--- src/rtl/vpw_pkg.sv ---
// ----------------------------------------------------------------------------
// VPW receiver package
// Result kinds, register indexes, register reset values and the width
// window compare shared by the receiver modules.
// ----------------------------------------------------------------------------
package vpw_pkg;

  localparam int unsigned WIDTH_W   = 16;
  localparam int unsigned BYTE_W    = 8;
  localparam int unsigned COUNT_W   = 5;
  localparam int unsigned CFG_IDX_W = 3;

  typedef enum logic [1:0] {
    KIND_START = 2'd0,
    KIND_BYTE  = 2'd1,
    KIND_ERROR = 2'd2,
    KIND_END   = 2'd3
  } kind_t;

  typedef enum logic [CFG_IDX_W-1:0] {
    REG_SOF_WIDTH   = 3'd0,
    REG_SOF_TOL     = 3'd1,
    REG_SHORT_WIDTH = 3'd2,
    REG_SHORT_TOL   = 3'd3,
    REG_LONG_WIDTH  = 3'd4,
    REG_LONG_TOL    = 3'd5
  } reg_index_t;

  localparam logic [WIDTH_W-1:0] SOF_WIDTH_RST   = 16'd300;
  localparam logic [WIDTH_W-1:0] SOF_TOL_RST     = 16'd45;
  localparam logic [WIDTH_W-1:0] SHORT_WIDTH_RST = 16'd96;
  localparam logic [WIDTH_W-1:0] SHORT_TOL_RST   = 16'd30;
  localparam logic [WIDTH_W-1:0] LONG_WIDTH_RST  = 16'd192;
  localparam logic [WIDTH_W-1:0] LONG_TOL_RST    = 16'd30;

  typedef struct packed {
    logic [WIDTH_W-1:0] sof_width;
    logic [WIDTH_W-1:0] sof_tolerance;
    logic [WIDTH_W-1:0] short_width;
    logic [WIDTH_W-1:0] short_tolerance;
    logic [WIDTH_W-1:0] long_width;
    logic [WIDTH_W-1:0] long_tolerance;
  } cfg_t;

  typedef struct packed {
    logic sof_hit;
    logic short_hit;
    logic long_hit;
  } match_t;

  // Width lies strictly inside the tolerance window around nominal.
  function automatic logic near_width(input logic [WIDTH_W-1:0] w,
                                      input logic [WIDTH_W-1:0] nominal,
                                      input logic [WIDTH_W-1:0] tol);
    logic [WIDTH_W-1:0] diff;
    diff = (w >= nominal) ? (w - nominal) : (nominal - w);
    return diff < tol;
  endfunction

endpackage

--- src/rtl/vpw_symbol_class.sv ---
// ----------------------------------------------------------------------------
// VPW symbol classifier
// Compares one pulse width against the start-of-frame, short and long
// windows.
// ----------------------------------------------------------------------------
module vpw_symbol_class (
  input  logic [vpw_pkg::WIDTH_W-1:0] pulse_width,
  input  vpw_pkg::cfg_t               cfg,
  output vpw_pkg::match_t             hits
);

  assign hits.sof_hit   = vpw_pkg::near_width(pulse_width, cfg.sof_width,
                                              cfg.sof_tolerance);
  assign hits.short_hit = vpw_pkg::near_width(pulse_width, cfg.short_width,
                                              cfg.short_tolerance);
  assign hits.long_hit  = vpw_pkg::near_width(pulse_width, cfg.long_width,
                                              cfg.long_tolerance);

endmodule

--- src/rtl/vpw_bus_receiver.sv ---
// Path: an accepted beat is captured in the input register and decoded into
// the result register, from which its result beat is offered.
// Throughput: one beat per cycle while out_stall is low; the result register
// and the input register together let a beat in while a result waits.
// Reset: synchronous rst clears control state and reloads register defaults.
// ----------------------------------------------------------------------------
// VPW bus receiver
// Decodes variable pulse width bus events into frame start, data byte,
// symbol error and frame end results. Transmit and CRC are not included.
// ----------------------------------------------------------------------------
module vpw_bus_receiver #(
  parameter int unsigned FRAME_BYTES_MAX = 16
) (
  input  logic        clk,
  input  logic        rst,
  // configuration write channel
  input  logic        cfg_valid,
  output logic        cfg_ready,
  input  logic [2:0]  cfg_index,
  input  logic [15:0] cfg_data,
  // event input channel
  input  logic        in_valid,
  output logic        in_stall,
  input  logic        func,
  input  logic [15:0] pulse_width,
  input  logic        line_level,
  // result channel
  output logic        out_valid,
  input  logic        out_stall,
  output logic [1:0]  kind,
  output logic [7:0]  data_byte,
  output logic [4:0]  byte_count,
  output logic        overflow
);

  // Frame byte counter holds 0 .. FRAME_BYTES_MAX.
  localparam int unsigned CNT_W = $clog2(FRAME_BYTES_MAX + 1);

  // --------------------------------------------------------------------------
  // Configuration registers: always ready, out-of-range indexes dropped.
  // --------------------------------------------------------------------------
  vpw_pkg::cfg_t cfg;

  assign cfg_ready = 1'b1;

  always_ff @(posedge clk) begin
    if (rst) begin
      cfg.sof_width       <= vpw_pkg::SOF_WIDTH_RST;
      cfg.sof_tolerance   <= vpw_pkg::SOF_TOL_RST;
      cfg.short_width     <= vpw_pkg::SHORT_WIDTH_RST;
      cfg.short_tolerance <= vpw_pkg::SHORT_TOL_RST;
      cfg.long_width      <= vpw_pkg::LONG_WIDTH_RST;
      cfg.long_tolerance  <= vpw_pkg::LONG_TOL_RST;
    end else if (cfg_valid && cfg_ready) begin
      unique case (cfg_index)
        vpw_pkg::REG_SOF_WIDTH:   cfg.sof_width       <= cfg_data;
        vpw_pkg::REG_SOF_TOL:     cfg.sof_tolerance   <= cfg_data;
        vpw_pkg::REG_SHORT_WIDTH: cfg.short_width     <= cfg_data;
        vpw_pkg::REG_SHORT_TOL:   cfg.short_tolerance <= cfg_data;
        vpw_pkg::REG_LONG_WIDTH:  cfg.long_width      <= cfg_data;
        vpw_pkg::REG_LONG_TOL:    cfg.long_tolerance  <= cfg_data;
        default: ;
      endcase
    end
  end

  // --------------------------------------------------------------------------
  // Input register. It advances whenever the result register can take a new
  // value, i.e. it is empty or its beat leaves this cycle.
  // --------------------------------------------------------------------------
  logic        s1_valid;
  logic        s1_func;
  logic [15:0] s1_width;
  logic        s1_level;
  logic        adv;

  assign adv      = !out_valid || !out_stall;
  assign in_stall = s1_valid && !adv;

  always_ff @(posedge clk) begin
    if (rst) begin
      s1_valid <= 1'b0;
    end else if (!in_stall) begin
      s1_valid <= in_valid;
    end
  end

  // Hold payload while stalled; load only on an accepted beat.
  always_ff @(posedge clk) begin
    if (in_valid && !in_stall) begin
      s1_func  <= func;
      s1_width <= pulse_width;
      s1_level <= line_level;
    end
  end

  // --------------------------------------------------------------------------
  // Width windows
  // --------------------------------------------------------------------------
  vpw_pkg::match_t hits;

  vpw_symbol_class u_class (
    .pulse_width (s1_width),
    .cfg         (cfg),
    .hits        (hits)
  );

  // --------------------------------------------------------------------------
  // Frame state and result decode
  // --------------------------------------------------------------------------
  logic             receiving;
  logic [2:0]       bit_count;
  logic [7:0]       shift_byte;
  logic [CNT_W-1:0] frame_bytes;

  logic             receiving_next;
  logic [2:0]       bit_count_next;
  logic [7:0]       shift_byte_next;
  logic [CNT_W-1:0] frame_bytes_next;

  logic             res_valid;
  vpw_pkg::kind_t   res_kind;
  logic [7:0]       res_data;
  logic [4:0]       res_count;
  logic             res_ovf;

  logic             sym_ok;
  logic             sym_bit;
  logic [7:0]       shifted;
  logic [CNT_W-1:0] bytes_inc;

  always_comb begin
    // Short window wins when a width falls in both.
    sym_ok  = hits.short_hit || hits.long_hit;
    sym_bit = hits.short_hit ? !s1_level : s1_level;
    shifted = {shift_byte[6:0], sym_bit};
    bytes_inc = frame_bytes + CNT_W'(1);

    receiving_next   = receiving;
    bit_count_next   = bit_count;
    shift_byte_next  = shift_byte;
    frame_bytes_next = frame_bytes;
    res_valid = 1'b0;
    res_kind  = vpw_pkg::KIND_START;
    res_data  = '0;
    res_count = '0;
    res_ovf   = 1'b0;

    if (s1_valid && adv) begin
      if (s1_func) begin
        // Timeout: report the end of an open frame, drop any partial byte.
        if (receiving) begin
          receiving_next   = 1'b0;
          frame_bytes_next = '0;
          res_valid = 1'b1;
          res_kind  = vpw_pkg::KIND_END;
          res_count = 5'(frame_bytes);
        end
      end else if (!receiving) begin
        // Idle: only a start-of-frame pulse ending low opens a frame.
        if (!s1_level && hits.sof_hit) begin
          receiving_next   = 1'b1;
          bit_count_next   = '0;
          shift_byte_next  = '0;
          frame_bytes_next = '0;
          res_valid = 1'b1;
          res_kind  = vpw_pkg::KIND_START;
        end
      end else if (!sym_ok) begin
        // Unmatched width: abort the frame.
        receiving_next = 1'b0;
        res_valid = 1'b1;
        res_kind  = vpw_pkg::KIND_ERROR;
        res_count = 5'(frame_bytes);
      end else begin
        shift_byte_next = shifted;
        bit_count_next  = bit_count + 3'd1;
        if (bit_count == 3'd7) begin
          // Eighth bit: emit the byte; a full buffer closes the frame.
          frame_bytes_next = bytes_inc;
          res_valid = 1'b1;
          res_kind  = vpw_pkg::KIND_BYTE;
          res_data  = shifted;
          res_count = 5'(bytes_inc);
          if (bytes_inc >= CNT_W'(FRAME_BYTES_MAX)) begin
            res_ovf        = 1'b1;
            receiving_next = 1'b0;
          end
        end
      end
    end
  end

  always_ff @(posedge clk) begin
    if (rst) begin
      receiving   <= 1'b0;
      bit_count   <= '0;
      shift_byte  <= '0;
      frame_bytes <= '0;
    end else begin
      receiving   <= receiving_next;
      bit_count   <= bit_count_next;
      shift_byte  <= shift_byte_next;
      frame_bytes <= frame_bytes_next;
    end
  end

  // --------------------------------------------------------------------------
  // Result register: load on advance, drop the beat once taken.
  // --------------------------------------------------------------------------
  vpw_pkg::kind_t out_kind;
  logic [7:0]     out_data;
  logic [4:0]     out_count;
  logic           out_ovf;

  always_ff @(posedge clk) begin
    if (rst) begin
      out_valid <= 1'b0;
    end else if (adv) begin
      out_valid <= res_valid;
    end
  end

  always_ff @(posedge clk) begin
    if (adv && res_valid) begin
      out_kind  <= res_kind;
      out_data  <= res_data;
      out_count <= res_count;
      out_ovf   <= res_ovf;
    end
  end

  assign kind       = out_kind;
  assign data_byte  = out_data;
  assign byte_count = out_count;
  assign overflow   = out_ovf;

endmodule

--- config.mk ---
export PLATFORM = sky130hd
export DESIGN_NAME = vpw_bus_receiver
export DESIGN_NICKNAME = d
export VERILOG_FILES = /design/src/rtl/vpw_pkg.sv /design/src/rtl/vpw_symbol_class.sv /design/src/rtl/vpw_bus_receiver.sv
export SDC_FILE = /design/constraint.sdc
export NUM_CORES = 1
export LEC_CHECK = 0
export ABC_CLOCK_PERIOD_IN_PS = 6300
export BUFFER_PORTS_ARGS = -buffer_cell sky130_fd_sc_hd__buf_4
export CORE_MARGIN = 4
export CORE_UTILIZATION = 40
export CTS_CLUSTER_SIZE = 40
export DETAILED_ROUTE_END_ITERATION = 16
export PLACE_DENSITY_LB_ADDON = 0.3
export SYNTH_ARGS = -nofsm -noshare
export SYNTH_HDL_FRONTEND = slang
export SYNTH_SLANG_ARGS = --single-unit
--- constraint.sdc ---
create_clock -name clk -period 6.3 [get_ports clk]
set_input_delay 1.26 -clock clk [delete_from_list [all_inputs] [get_ports clk]]
set_output_delay 1.26 -clock clk [all_outputs]
set_load 0.05 [all_outputs]
# Yosys cells after proc, flatten, opt, wreduce, memory -nomap -nowiden
# Cells that the tools add are included.
dict set report totals {
  elab_cells 111
  register_bits 148
  inputBits 42
  out_inout_bits 19
}
dict set report op_classes {
  n_eq_ne 10
  bitwise_logic 5
  muxes 39
  reduce_logical 23
  magnitude_cmp 7
  add_sub_neg 8
}
# op n
set op_table {}
lappend op_table {{16-bit subtractor} 6}
lappend op_table {{5-bit two-way mux} 11}
lappend op_table {{16-bit greater-or-equal comparator} 3}
lappend op_table {{16-bit less-than comparator} 3}
lappend op_table {{16-bit two-way mux} 3}
lappend op_table {{7-bit two-way mux} 3}
lappend op_table {{1-bit two-way mux} 15}
lappend op_table {{2-bit AND reduction} 6}
lappend op_table {{3-bit equality test (second input constant)} 3}
lappend op_table {{3-bit two-way mux} 3}
lappend op_table {{2-bit two-way mux} 4}
lappend op_table {{3-bit by 2-bit equality test with 1-bit output (second input constant)} 2}
lappend op_table {{3-bit by 2-bit != test with 1-bit output (second input constant)} 2}
lappend op_table {{5-bit by 1-bit adder with 5-bit output (second input constant)} 1}
lappend op_table {{5-bit greater-or-equal comparator (second input constant)} 1}
lappend op_table {{1-bit logical AND} 5}
lappend op_table {{1-bit logical NOT} 5}
lappend op_table {{1-bit NOT} 5}
lappend op_table {{5-bit AND reduction} 1}
lappend op_table {{5-bit OR reduction} 1}
lappend op_table {{2-bit by 1-bit != test with 1-bit output (second input constant)} 2}
lappend op_table {{4-bit AND reduction} 1}
lappend op_table {{3-bit by 1-bit adder with 3-bit output (second input constant)} 1}
lappend op_table {{3-bit by 1-bit equality test with 1-bit output (second input constant)} 1}
lappend op_table {{3 further kinds} 4}

# Logic depth before layout (Yosys ltp)
# Gate-level depths: netlist of the first run.
dict set report logic_depth {
  word_depth 9
  mapped_depth 23
  depth_no_buf 22
}

# Hierarchy
# A second synthesis of the first run with hierarchy kept.
dict set report unflattened {
  hier_cells 1386
  hier_area_um2 11214.5
}
# mod instances seq_area_each_um2 area_per_inst_um2 cells_per_inst
set modules_own_cells {}
lappend modules_own_cells {vpw_symbol_class 1 0.0 5771.8 794}
lappend modules_own_cells {vpw_bus_receiver 1 3303.2 5442.7 592}

# Least setup slack after synthesis of the first run
# No wires, ideal clock.
dict set report synth_timing {
  path_type {reg-to-reg}
  from {register s1_width[0]}
  to {register out_count[0] (netlist: byte_count[0]) (enable)}
  stages_incl_launch_ff 22
  setup_ns 0.411
  arrival_ns 5.375
  required_ns 5.889
  n_path_buf 1
  period_less_slack_ns 5.787
  path_slack_ns 0.513
  cell_sequence {edfxtp_1 > inv_1 > ha_1 > inv_1 > fa_1 > a21o_1 > a21oi_1 > o31a_1 > a31oi_1 > o2111ai_1 > nand2_1 > buf_2 > mux2_2 > ha_1 > a21boi_0 > o21ai_0 > a211o_1 > a211oi_1 > nor2_1 > a21o_1 > nor3b_1 > o21ai_0}
}
dict set report synth_between {
  elab_chain_cells 9
  word_cells_on_any_way 23
  cone_classes {add/sub: 6; order compare: 6; mux: 8; reduce/logical: 3}
}
# element line
set synth_rtl {}
lappend synth_rtl {{start, declared} vpw_bus_receiver.sv:73} ;# logic [15:0] s1_width;
lappend synth_rtl {{start signal, assigned} vpw_bus_receiver.sv:92} ;# s1_width <= pulse_width;
lappend synth_rtl {{16-bit subtractor / 16-bit greater-or-equal comparator (equally long branches)} vpw_pkg.sv:56} ;# diff = (w >= nominal) ? (w - nominal) : (nominal - w);
lappend synth_rtl {{16-bit two-way mux} vpw_pkg.sv:56}
lappend synth_rtl {{16-bit less-than comparator} vpw_pkg.sv:57} ;# return diff < tol;
lappend synth_rtl {{1-bit logical AND / 1-bit logical OR (equally long branches)} {vpw_bus_receiver.sv:161, vpw_bus_receiver.sv:134}}
lappend synth_rtl {{1-bit two-way mux, on equally long branches} {vpw_bus_receiver.sv:161, vpw_bus_receiver.sv:169}}
lappend synth_rtl {{1-bit two-way mux *} vpw_bus_receiver.sv:159} ;# end else if (!receiving) begin
lappend synth_rtl {{1-bit two-way mux *} vpw_bus_receiver.sv:150} ;# if (s1_func) begin
lappend synth_rtl {{1-bit two-way mux *} vpw_bus_receiver.sv:149} ;# if (s1_valid && adv) begin
lappend synth_rtl {{1-bit logical AND *} vpw_bus_receiver.sv:225} ;# if (adv && res_valid) begin
lappend synth_rtl {{end signal, assigned} vpw_bus_receiver.sv:228} ;# out_count <= res_count;
lappend synth_rtl {{end, declared} vpw_bus_receiver.sv:213} ;# logic [4:0] out_count;
# Every way passes the cells marked *; elsewhere a longest branch is shown, timed or not.
# A chain may end at the register's enable or synchronous reset.

# Final worst setup path of the first run
dict set report layout_timing {
  from {register s1_width[0]}
  to {register out_count[4] (netlist: byte_count[4]) (enable)}
}
# The elaborated chain is that of the path after synthesis.

==> flow_metrics.env, run 1 <==
export IMPL_start_util=0.411
export IMPL_io_pins=61
export IMPL_hpwl_mm=22.7
export IMPL_synth_top_flop_cell="dfxtp_1"
export IMPL_grt_pass1_wl_mm=46.6
export IMPL_std_cell_rows=59
export IMPL_yosysSeqAreaShare=0.305
export IMPL_status="completed"
export IMPL_dpl_worst_slack_ns=0.488
export IMPL_setup_tns_final_ns=0
export IMPL_synth_most_common_cell="nand2_1"
export IMPL_finalCriticalPeriod_ns=5.70
export IMPL_power_switching_uw=892
export IMPL_cts_buffers=17
export IMPL_finalSetupViolations=0
export IMPL_synth_common_cells="211 x nand2_1, 142 x a21oi_1, 141 x ha_1"
export IMPL_clkLatencyLatePin_ns=0.43
export IMPL_numPortBuffers=59
export IMPL_synthCells=1325
export IMPL_cts_sinks=148
export IMPL_die_w_um=173
export IMPL_post_cts_buffers=0
export IMPL_cts_path_max_buffers=2
export IMPL_tightestPinTransition_ns=1.09
export IMPL_end_kind="register"
export IMPL_synth_distinct_cells=70
export IMPL_path_clk_slew_ns=0.07
export IMPL_wl_per_cell_um=17.2
export IMPL_num_vias=9304
export IMPL_ys_warn_count=0
export IMPL_grt_pass1_vias=8739
export IMPL_dieArea_mm2=0.0298
export IMPL_async_flop_share=0
export IMPL_ys_seq_elements=148
export IMPL_cp_max_fo=17
export IMPL_drt_iter0_drc=619
export IMPL_dieHeight_um=173
export IMPL_timing_worst_setup_path_type="register to register"
export IMPL_timing_final_crit_share=0.904
export IMPL_cts_hold_buf=0
export IMPL_final_area_mm2=0.0121
export IMPL_vdd_ir_drop_worst_mv=0.207
export IMPL_critPathLaunchType="register"
export IMPL_final_hold_violation_count=0
export IMPL_antenna_found_initial=0
export IMPL_syn_area_mm2=0.0108
export IMPL_core_mm2=0.0264
export IMPL_maxCapViolCount=0
export IMPL_gp_congestion=0.917
export IMPL_syn_to_final_growth_pct=11.4
export IMPL_syn_area_per_cell_um2=8.18
export IMPL_instances_no_fill=1700
export IMPL_power_density_mw_per_mm2=222
export IMPL_drt_pre_antenna_iters=5
export IMPL_synth_edff_count=34
export IMPL_setup_ws_ns=0.602
export IMPL_synthTopCellsByArea="dfxtp_1 21%, ha_1 16%, edfxtp_1 9.4%, nand2_1 7.3%, a21oi_1 6.6%"
export IMPL_dpl_cell_area_mm2=0.0115
export IMPL_cts_tree="yes"
export IMPL_pwr_share_clk=0.393
export IMPL_root_buffer="clkbuf_16"
export IMPL_drive_above_1_share=0.0938
export IMPL_nFillCells=2546
export IMPL_htree_levels=4
export IMPL_leakage_uw=0.00516
export IMPL_critPathRequiredTime_ns=6.48
export IMPL_grt_usage=0.192
export IMPL_place_inst=1668
export IMPL_ant_nets=0
export IMPL_holdWs_ns=0.455
export IMPL_seqPwrFrac=0.380
export IMPL_hp_class="register to register"
export IMPL_grt_overflow=0
export IMPL_pwr_share_comb=0.227
export IMPL_drc=0
export IMPL_antennaDiodeCount=0
export IMPL_slew_headroom=0.267
export IMPL_rsz0062_at_grt="no"
export IMPL_viasPerCell=5.47
export IMPL_final_max_slew_viol_count=0
export IMPL_synth_nets=1514
export IMPL_fmax_mhz=176
export IMPL_fin_skew_ns=0.0128
export IMPL_nNetsFinal=1541
export IMPL_yosysTopAreaCell="dfxtp_1"
export IMPL_internal_power_uw=1790
export IMPL_synth_top_area_frac=0.211
export IMPL_totalWireLength_mm=29.3
export IMPL_sw_frac_of_total=0.332
export IMPL_grt_max_degree=61
export IMPL_critPathArrivalTime_ns=5.87
export IMPL_cts_resized=0
## per-stage QoR
step | utilization | total power [uW]
after floorplan | - | 1480
after global placement | 0.435 | 1630
after detailed placement | 0.435 | 1640
after CTS | 0.458 | 2690
after global routing | 0.458 | 2810
final | 0.458 | 2680
## cell type report
class	instances	area, um^2	share of cell area
well taps	335	419	0.0347
clock buffers	17	425	0.0352
clock inverters	15	196	0.0163
flip-flops and latches	148	3300	0.273
multi-input cells	976	6700	0.554
repair buffers	68	510	0.0422
inverters	141	529	0.0438
## state kept, by name (all words and copies together), names as in the netlist
name,count
cfg,96
s1_width,16
data_byte,8
shift_byte,7
byte_count,5
frame_bytes,5
bit_count,3
kind,2
out_valid,1
overflow,1
receiving,1
s1_func,1
s1_level,1
s1_valid,1
## layer usage
layer | share of wire | vias to the layer above | global-route usage | wire (um)
met5 | 0 | - | 0 | 0
met4 | 0.016 | 0 | 0.0479 | 475
met3 | 0.049 | 31 | 0.0231 | 1450
met2 | 0.46 | 285 | 0.316 | 13500
met1 | 0.47 | 4358 | 0.269 | 13900
li1 | - | 4630 | - | -
## power groups by stage
stage                     logic [uW]  registers [uW]  clock network, uW
after floorplan                  442            1040                  0
after global placement           593            1040                  0
final                            609            1020               1060
after global routing             681            1020               1110
after detailed placement         600            1040                  0
after CTS                        605            1020               1070
## path summary, 6_finish.rpt
check / startpoint / to / slack [ns] / cells after the start
max: s1_width[0] / byte_count[4] / 0.60 / 23
min: cfg[47] / cfg[47] / 0.45 / 2
max reg2reg: s1_width[0] / byte_count[4] / 0.60 / 23
min reg2reg: cfg[47] / cfg[47] / 0.45 / 2
## cells in the final DEF (no fill, tap or decap), types with 6 or more instances in the layout
master     instances
dfxtp_1          114
a21o_1            39
nand2b_1          10
ha_1             141
clkbuf_16         17
o21ai_0           50
inv_1            140
and3_1             8
nor2b_1           11
xnor2_1           23
nand4_1           15
nand2_1          211
a31oi_1            8
xor2_1            21
nor2_1            60
edfxtp_1          34
buf_4             68
mux2_2             7
o211ai_1          22
a21o_2             6
a21oi_1          142
a22o_1            10
mux2i_1           32
and2_1            17
a211o_1            6
o21a_1            11
nand3_1           25
fa_1               6
a211oi_1           8
nor3_1            13
## logic make-up after synthesis
logic type,after synthesis,share of synthesized area
buffers and inverters,201,0.0778
AO/OA/AOI/OAI,359,0.214
XOR/XNOR,44,0.0355
flip-flops,148,0.305
other,1,0.000346
adder cells (fa/ha/maj),147,0.174
multiplexers,39,0.0368
AND/OR/NAND/NOR,386,0.157
## critical path: stages, from the launching register on
cell       delay [ns]
edfxtp_1         0.46
inv_1            0.14
ha_1             0.18
inv_1            0.05
fa_1             0.38
a21o_1           0.19
a21oi_1          0.24
o31a_1           0.23
a31oi_1          0.15
o2111ai_1        0.31
nand2_1          0.33
buf_4            0.29
mux2i_1          0.18
xor2_1           0.17
ha_1             0.27
a21o_1           0.16
a21o_1           0.17
a21oi_1          0.15
o21ai_0          0.15
nor2_1           0.34
a21o_2           0.31
nor3b_1          0.28
o21ai_1          0.11
buf_4            0.21
Note: power is estimated with default switching activity, not from simulation.
==> inputs of run 2 (changes only) <==
GPL_TIMING_DRIVEN = 0   (was default)
==> run 2 against run 1 <==
Fmax is 5.1% lower. Power is 2.5% lower. Die area stayed put. Worst setup slack worse by 0.31 ns. Clock-buffer cell count is 2 higher. Combinational power is 3.6% higher. Hold slack worse by 0.0011 ns. Non-clock buffer count is 55 higher. Critical path depth is 3 lower. Via count is 0.32% higher.
==> flow_metrics.env, run 2 (same netlist as run 1, synthesis figures left out) <==
export IMPL_cts_sinks=148
export IMPL_std_cell_rows=59
export IMPL_cp_max_fo=10
export IMPL_drt_pre_antenna_iters=5
export IMPL_htree_levels=4
export IMPL_dieHeight_um=173
export IMPL_final_common_cell="nand2_1"
export IMPL_nFillCells=2501
export IMPL_totalWireLength_mm=30.2
export IMPL_syn_to_final_growth_pct=13.8
export IMPL_final_max_slew_viol_count=0
export IMPL_fin_skew_ns=0.0135
export IMPL_path_clk_slew_ns=0.07
export IMPL_grt_pass1_wl_mm=47.4
export IMPL_mostFrequentLayoutCells="211 x nand2_1, 142 x a21oi_1, 141 x ha_1"
export IMPL_maxCapViolCount=0
export IMPL_critPathArrivalTime_ns=6.38
export IMPL_finalSetupViolations=0
export IMPL_timing_final_crit_share=0.953
export IMPL_cts_buffers=17
export IMPL_grt_overflow=0
export IMPL_nNetsFinal=1596
export IMPL_drc=0
export IMPL_wl_per_cell_um=17.2
export IMPL_hp_class="register to register"
export IMPL_clkLatencyLatePin_ns=0.43
export IMPL_die_w_um=173
export IMPL_antenna_found_initial=0
export IMPL_antennaDiodeCount=0
export IMPL_dpl_worst_slack_ns=-0.145
export IMPL_holdWs_ns=0.454
export IMPL_critPathLaunchType="register"
export IMPL_hpwl_mm=24.3
export IMPL_leakage_uw=0.00526
export IMPL_drt_iter0_drc=472
export IMPL_finalCriticalPeriod_ns=6.01
export IMPL_core_mm2=0.0264
export IMPL_fmax_mhz=167
export IMPL_rsz0062_at_grt="no"
export IMPL_place_inst=1721
export IMPL_status="completed"
export IMPL_cts_path_max_buffers=2
export IMPL_setup_tns_final_ns=0
export IMPL_gp_congestion=0.903
export IMPL_num_vias=9334
export IMPL_root_buffer="clkbuf_16"
export IMPL_drive_above_1_share=0.0993
export IMPL_grt_usage=0.197
export IMPL_start_util=0.411
export IMPL_vdd_ir_drop_worst_mv=0.168
export IMPL_grt_pass1_vias=8969
export IMPL_slew_headroom=0.419
export IMPL_numPortBuffers=59
export IMPL_grt_max_degree=17
export IMPL_dieArea_mm2=0.0298
export IMPL_cts_hold_buf=0
export IMPL_viasPerCell=5.32
export IMPL_ant_nets=0
export IMPL_critPathRequiredTime_ns=6.68
export IMPL_instances_no_fill=1755
export IMPL_largest_reg_flops=96
export IMPL_regMostFlops="cfg"
export IMPL_final_hold_violation_count=0
export IMPL_cts_tree="yes"
export IMPL_io_pins=61
export IMPL_end_kind="register"
export IMPL_setup_ws_ns=0.294
export IMPL_power_density_mw_per_mm2=212
export IMPL_timing_worst_setup_path_type="register to register"
export IMPL_tightestPinTransition_ns=0.861
-- run 2: changes by cell type in the layout (fill, tap and decap cells not counted), moves of 4 or more --
cell	before	now
inv_8	5	1
buf_2	0	4
buf_1	0	5
clkbuf_1	0	39
clkinv_8	5	0
buf_6	0	4
-- run 2: final cells by class --
class / count / area, um^2 / area share
Buffer: 60 / 317 / 0.0257
Clock buffer: 19 / 454 / 0.0368
Clock inverter: 13 / 96.3 / 0.00781
Inverter: 141 / 529 / 0.0429
Multi-Input combinational cell: 976 / 6730 / 0.546
Sequential cell: 148 / 3300 / 0.268
Tap cell: 335 / 419 / 0.0340
Timing Repair Buffer: 63 / 484 / 0.0393
-- run 2: final timing paths --
check	slack [ns]	cells after the start	startpoint	endpoint
worst min register to register	0.45	2	cfg[70]	cfg[70]
worst max-delay path	0.29	20	s1_width[0]	bit_count[0]
worst max register to register	0.29	20	s1_width[0]	bit_count[0]
worst min-delay path	0.45	2	cfg[70]	cfg[70]
-- run 2: layer usage --
layer  GRT usage  share of wire  up-vias
met5           0              0        -
met1       0.264           0.47     4368
met4      0.0499          0.016        0
li1            -              -     4744
met2       0.340           0.48      190
met3      0.0212          0.036       32
-- run 2: stage by stage --
step / total power [uW] / cell area, um^2 / util
floorplan: 1480 / 10800 / -
global placement: 1650 / 11700 / 0.444
detailed placement: 1660 / 11700 / 0.445
CTS: 2620 / 12300 / 0.466
global route: 2740 / 12300 / 0.468
finish: 2610 / 12300 / 0.468
-- run 2: worst max-delay path: stages (launching register included) --
cell and delay, ns:
edfxtp_1 0.51, inv_1 0.22, ha_1 0.19, inv_1 0.07
fa_1 0.39, a21o_1 0.17, a21oi_1 0.25, o21ai_0 0.22
o21ai_0 0.23, a31o_2 0.27, clkbuf_1 0.46, mux2_2 0.42
ha_1 0.27, a21boi_0 0.18, o21ai_0 0.11, nand2b_1 0.08
a21oi_1 0.07, o21ai_0 0.54, a21oi_1 0.33, o41ai_4 0.71
mux2_2 0.27
-- run 2: power by group --
group	internal, uW	total, uW	leakage [uW]	switching (uW)
registers	995	1020	0.00124	25.1
logic	261	631	0.00375	370
clock network	532	963	0.000265	432
-- run 2: what timing repair did --
item                                    CTS  global route
resized for setup                         1             8
pin swaps                                 0             1
buffers inserted                          0             2
endpoints found under the setup margin   10            47
hold endpoints to repair                  0             0
==> inputs of run 3 (changes only) <==
--- a/config.mk
+++ b/config.mk
@@ -13,3 +13,5 @@
 export DETAILED_ROUTE_END_ITERATION = 16
+export GPL_ROUTABILITY_DRIVEN = 1
 export GPL_TIMING_DRIVEN = 0
+export MAX_ROUTING_LAYER = met4
 export PLACE_DENSITY_LB_ADDON = 0.3
--- a/constraint.sdc
+++ b/constraint.sdc
@@ -3,2 +3,2 @@
 set_output_delay 1.26 -clock clk [all_outputs]
-set_load 0.05 [all_outputs]
+set_load 0.1 [all_outputs]
==> run 3 against run 2 <==
Critical path depth increased by 3. Global-route usage increased by 0.98 points. Clock-buffer cell count decreased by 1. Die area unchanged. Sequential power about the same. Cell count about the same. Clock power increased by 9%. Register-to-register slack improved by 0.05 ns.
==> flow_metrics.env, run 3 (same netlist as run 1, synthesis figures left out) <==
export IMPL_ant_nets=0
export IMPL_r2r_cells=23
export IMPL_rsz0062_at_grt="no"
export IMPL_grt_pass1_wl_mm=48.2
export IMPL_regMostFlops="cfg"
export IMPL_grt_overflow=0
export IMPL_leakage_uw=0.00529
export IMPL_final_common_cell="nand2_1"
export IMPL_hpwl_mm=24.5
export IMPL_sw_frac_of_total=0.317
export IMPL_slew_headroom=0.451
export IMPL_grt_pass1_vias=9102
export IMPL_gp_congestion=0.925
export IMPL_totalWireLength_mm=30.5
export IMPL_whs_path_depth=2
export IMPL_wl_per_cell_um=17.4
export IMPL_grt_max_degree=17
export IMPL_critPathLaunchType="register"
export IMPL_root_buffer="clkbuf_16"
export IMPL_drt_iter0_drc=600
export IMPL_tightestPinTransition_ns=0.824
export IMPL_status="completed"
export IMPL_fin_skew_ns=0.0125
export IMPL_cpMostUsedCell="a21o_1"
export IMPL_drc=0
export IMPL_maxCapViolCount=0
export IMPL_setup_tns_final_ns=0
export IMPL_final_max_slew_viol_count=0
export IMPL_mostFrequentLayoutCells="211 x nand2_1, 142 x a21oi_1, 141 x ha_1"
export IMPL_final_area_mm2=0.0124
export IMPL_cts_buffers=17
export IMPL_cts_tree="yes"
export IMPL_numPortBuffers=59
export IMPL_largest_reg_flops=96
export IMPL_die_w_um=173
export IMPL_fmax_mhz=168
export IMPL_num_vias=9294
export IMPL_timing_final_crit_share=0.946
export IMPL_finalCriticalPeriod_ns=5.96
export IMPL_viasPerCell=5.29
export IMPL_finalSetupViolations=0
export IMPL_dieArea_mm2=0.0298
export IMPL_power_density_mw_per_mm2=219
export IMPL_core_mm2=0.0264
export IMPL_cts_sinks=148
export IMPL_drive_above_1_share=0.0999
export IMPL_cts_path_max_buffers=2
export IMPL_clkLatencyLatePin_ns=0.43
export IMPL_final_hold_violation_count=0
export IMPL_std_cell_rows=59
export IMPL_cp_max_fo=10
export IMPL_internal_power_uw=1850
export IMPL_end_kind="register"
export IMPL_htree_levels=4
export IMPL_multiInputGateArea_mm2=0.00673
export IMPL_pwr_share_clk=0.387
export IMPL_hp_class="register to register"
export IMPL_dieHeight_um=173
export IMPL_critPathArrivalTime_ns=6.15
export IMPL_pwr_share_comb=0.237
export IMPL_holdWs_ns=0.454
export IMPL_max_stage_delay_ns=0.51
export IMPL_start_util=0.411
export IMPL_seqPwrFrac=0.376
export IMPL_dpl_cell_area_mm2=0.0117
export IMPL_io_pins=61
export IMPL_drt_pre_antenna_iters=5
export IMPL_antenna_found_initial=0
export IMPL_timing_worst_setup_path_type="register to register"
export IMPL_vdd_ir_drop_worst_mv=0.168
export IMPL_critPathRequiredTime_ns=6.49
export IMPL_antennaDiodeCount=0
export IMPL_total_power_uw=2710
export IMPL_path_clk_slew_ns=0.07
export IMPL_nFillCells=2554
export IMPL_grt_usage=0.206
export IMPL_power_switching_uw=859
export IMPL_cp_slowest_cell="edfxtp_1"
export IMPL_syn_to_final_growth_pct=14.2
export IMPL_register_area_mm2=0.00330
export IMPL_cp_cell_sequence="inv_1 > ha_1 > inv_1 > fa_1 > a21o_2 > a221oi_4 > o211ai_2 > a21oi_2 > o221ai_1 > a211o_1 > buf_6 > mux2i_1 > xor2_1 > ha_1 > a21o_1 > a21o_1 > a21oi_1 > nor4_1 > a211oi_2 > a21o_1 > nor3b_1 > o21ai_2 > buf_6"
export IMPL_nNetsFinal=1597
## run 3: changes by cell type in the layout (fill, tap and decap cells not counted), moves of 2 or more
cell / change
o21ai_0: -2
inv_8: +2
bufinv_16: +2
clkinv_4: +2
o21ai_1: +2
clkinv_2: -3
clkinvlp_4: -2
inv_4: +2
## run 3: repair_timing
| action | CTS | global route |
|---|---|---|
| pin swaps | 1 | 1 |
| gates resized for setup | 2 | 7 |
| buffers inserted | 0 | 3 |
| hold endpoints to repair | 0 | 0 |
| hold buffers | 0 | 0 |
| gates cloned | 0 | 0 |
| setup endpoints to repair | 21 | 47 |
## run 3: worst max-delay path, delay by kind of cell, from the launching register on
| kind | cells | cell delay (ns) |
|---|---|---|
| DFF | 1 | 0.51 |
| buffers and inverters | 4 | 0.61 |
| muxes | 1 | 0.17 |
| AOI/OAI and AO/OA | 12 | 2.92 |
| xor gates and xnor gates | 1 | 0.17 |
| and+or+nand+nor | 2 | 0.46 |
| adders and majority gates | 3 | 0.87 |
## run 3: metrics by stage
step	util	setup WS, ns	cells
after floorplan	-	0.513	1325
after global placement	0.444	-1.08	1719
after detailed placement	0.445	-0.198	1721
after CTS	0.468	0.000491	1753
after global routing	0.470	0.0374	1756
final	0.470	0.342	1756
## run 3: final cells by class
type	instances	share of cell area
inverter	141	0.0427
clock buffer	18	0.0347
multi-input combinational	976	0.543
sequential	148	0.267
timing repair buffer	64	0.0397
clock inverter	14	0.0134
buffer	60	0.0255
tap	335	0.0338
## run 3: path summary, 6_finish.rpt
kind / slack [ns] / to / from
max reg2reg: 0.34 / byte_count[3] / s1_width[0]
max: 0.34 / byte_count[3] / s1_width[0]
min reg2reg: 0.45 / cfg[44] / cfg[44]
min: 0.45 / cfg[44] / cfg[44]
## run 3: power by group through the flow
stage	Sequential [uW]	Combinational (uW)	Clock (uW)
final	1020	642	1050
after detailed placement	1040	628	0
after floorplan	1050	443	0
after global placement	1040	619	0
after global routing	1020	715	1100
after CTS	1020	635	1060
## run 3: layer usage
metal | share of wire | routed length, um | global-route usage | up-vias
li1 | - | - | - | 4730
met1 | 0.46 | 14100 | 0.269 | 4324
met2 | 0.48 | 14600 | 0.342 | 205
met3 | 0.043 | 1300 | 0.0260 | 35
met4 | 0.016 | 489 | 0.0529 | 0
met5 | 0 | 0 | - | -
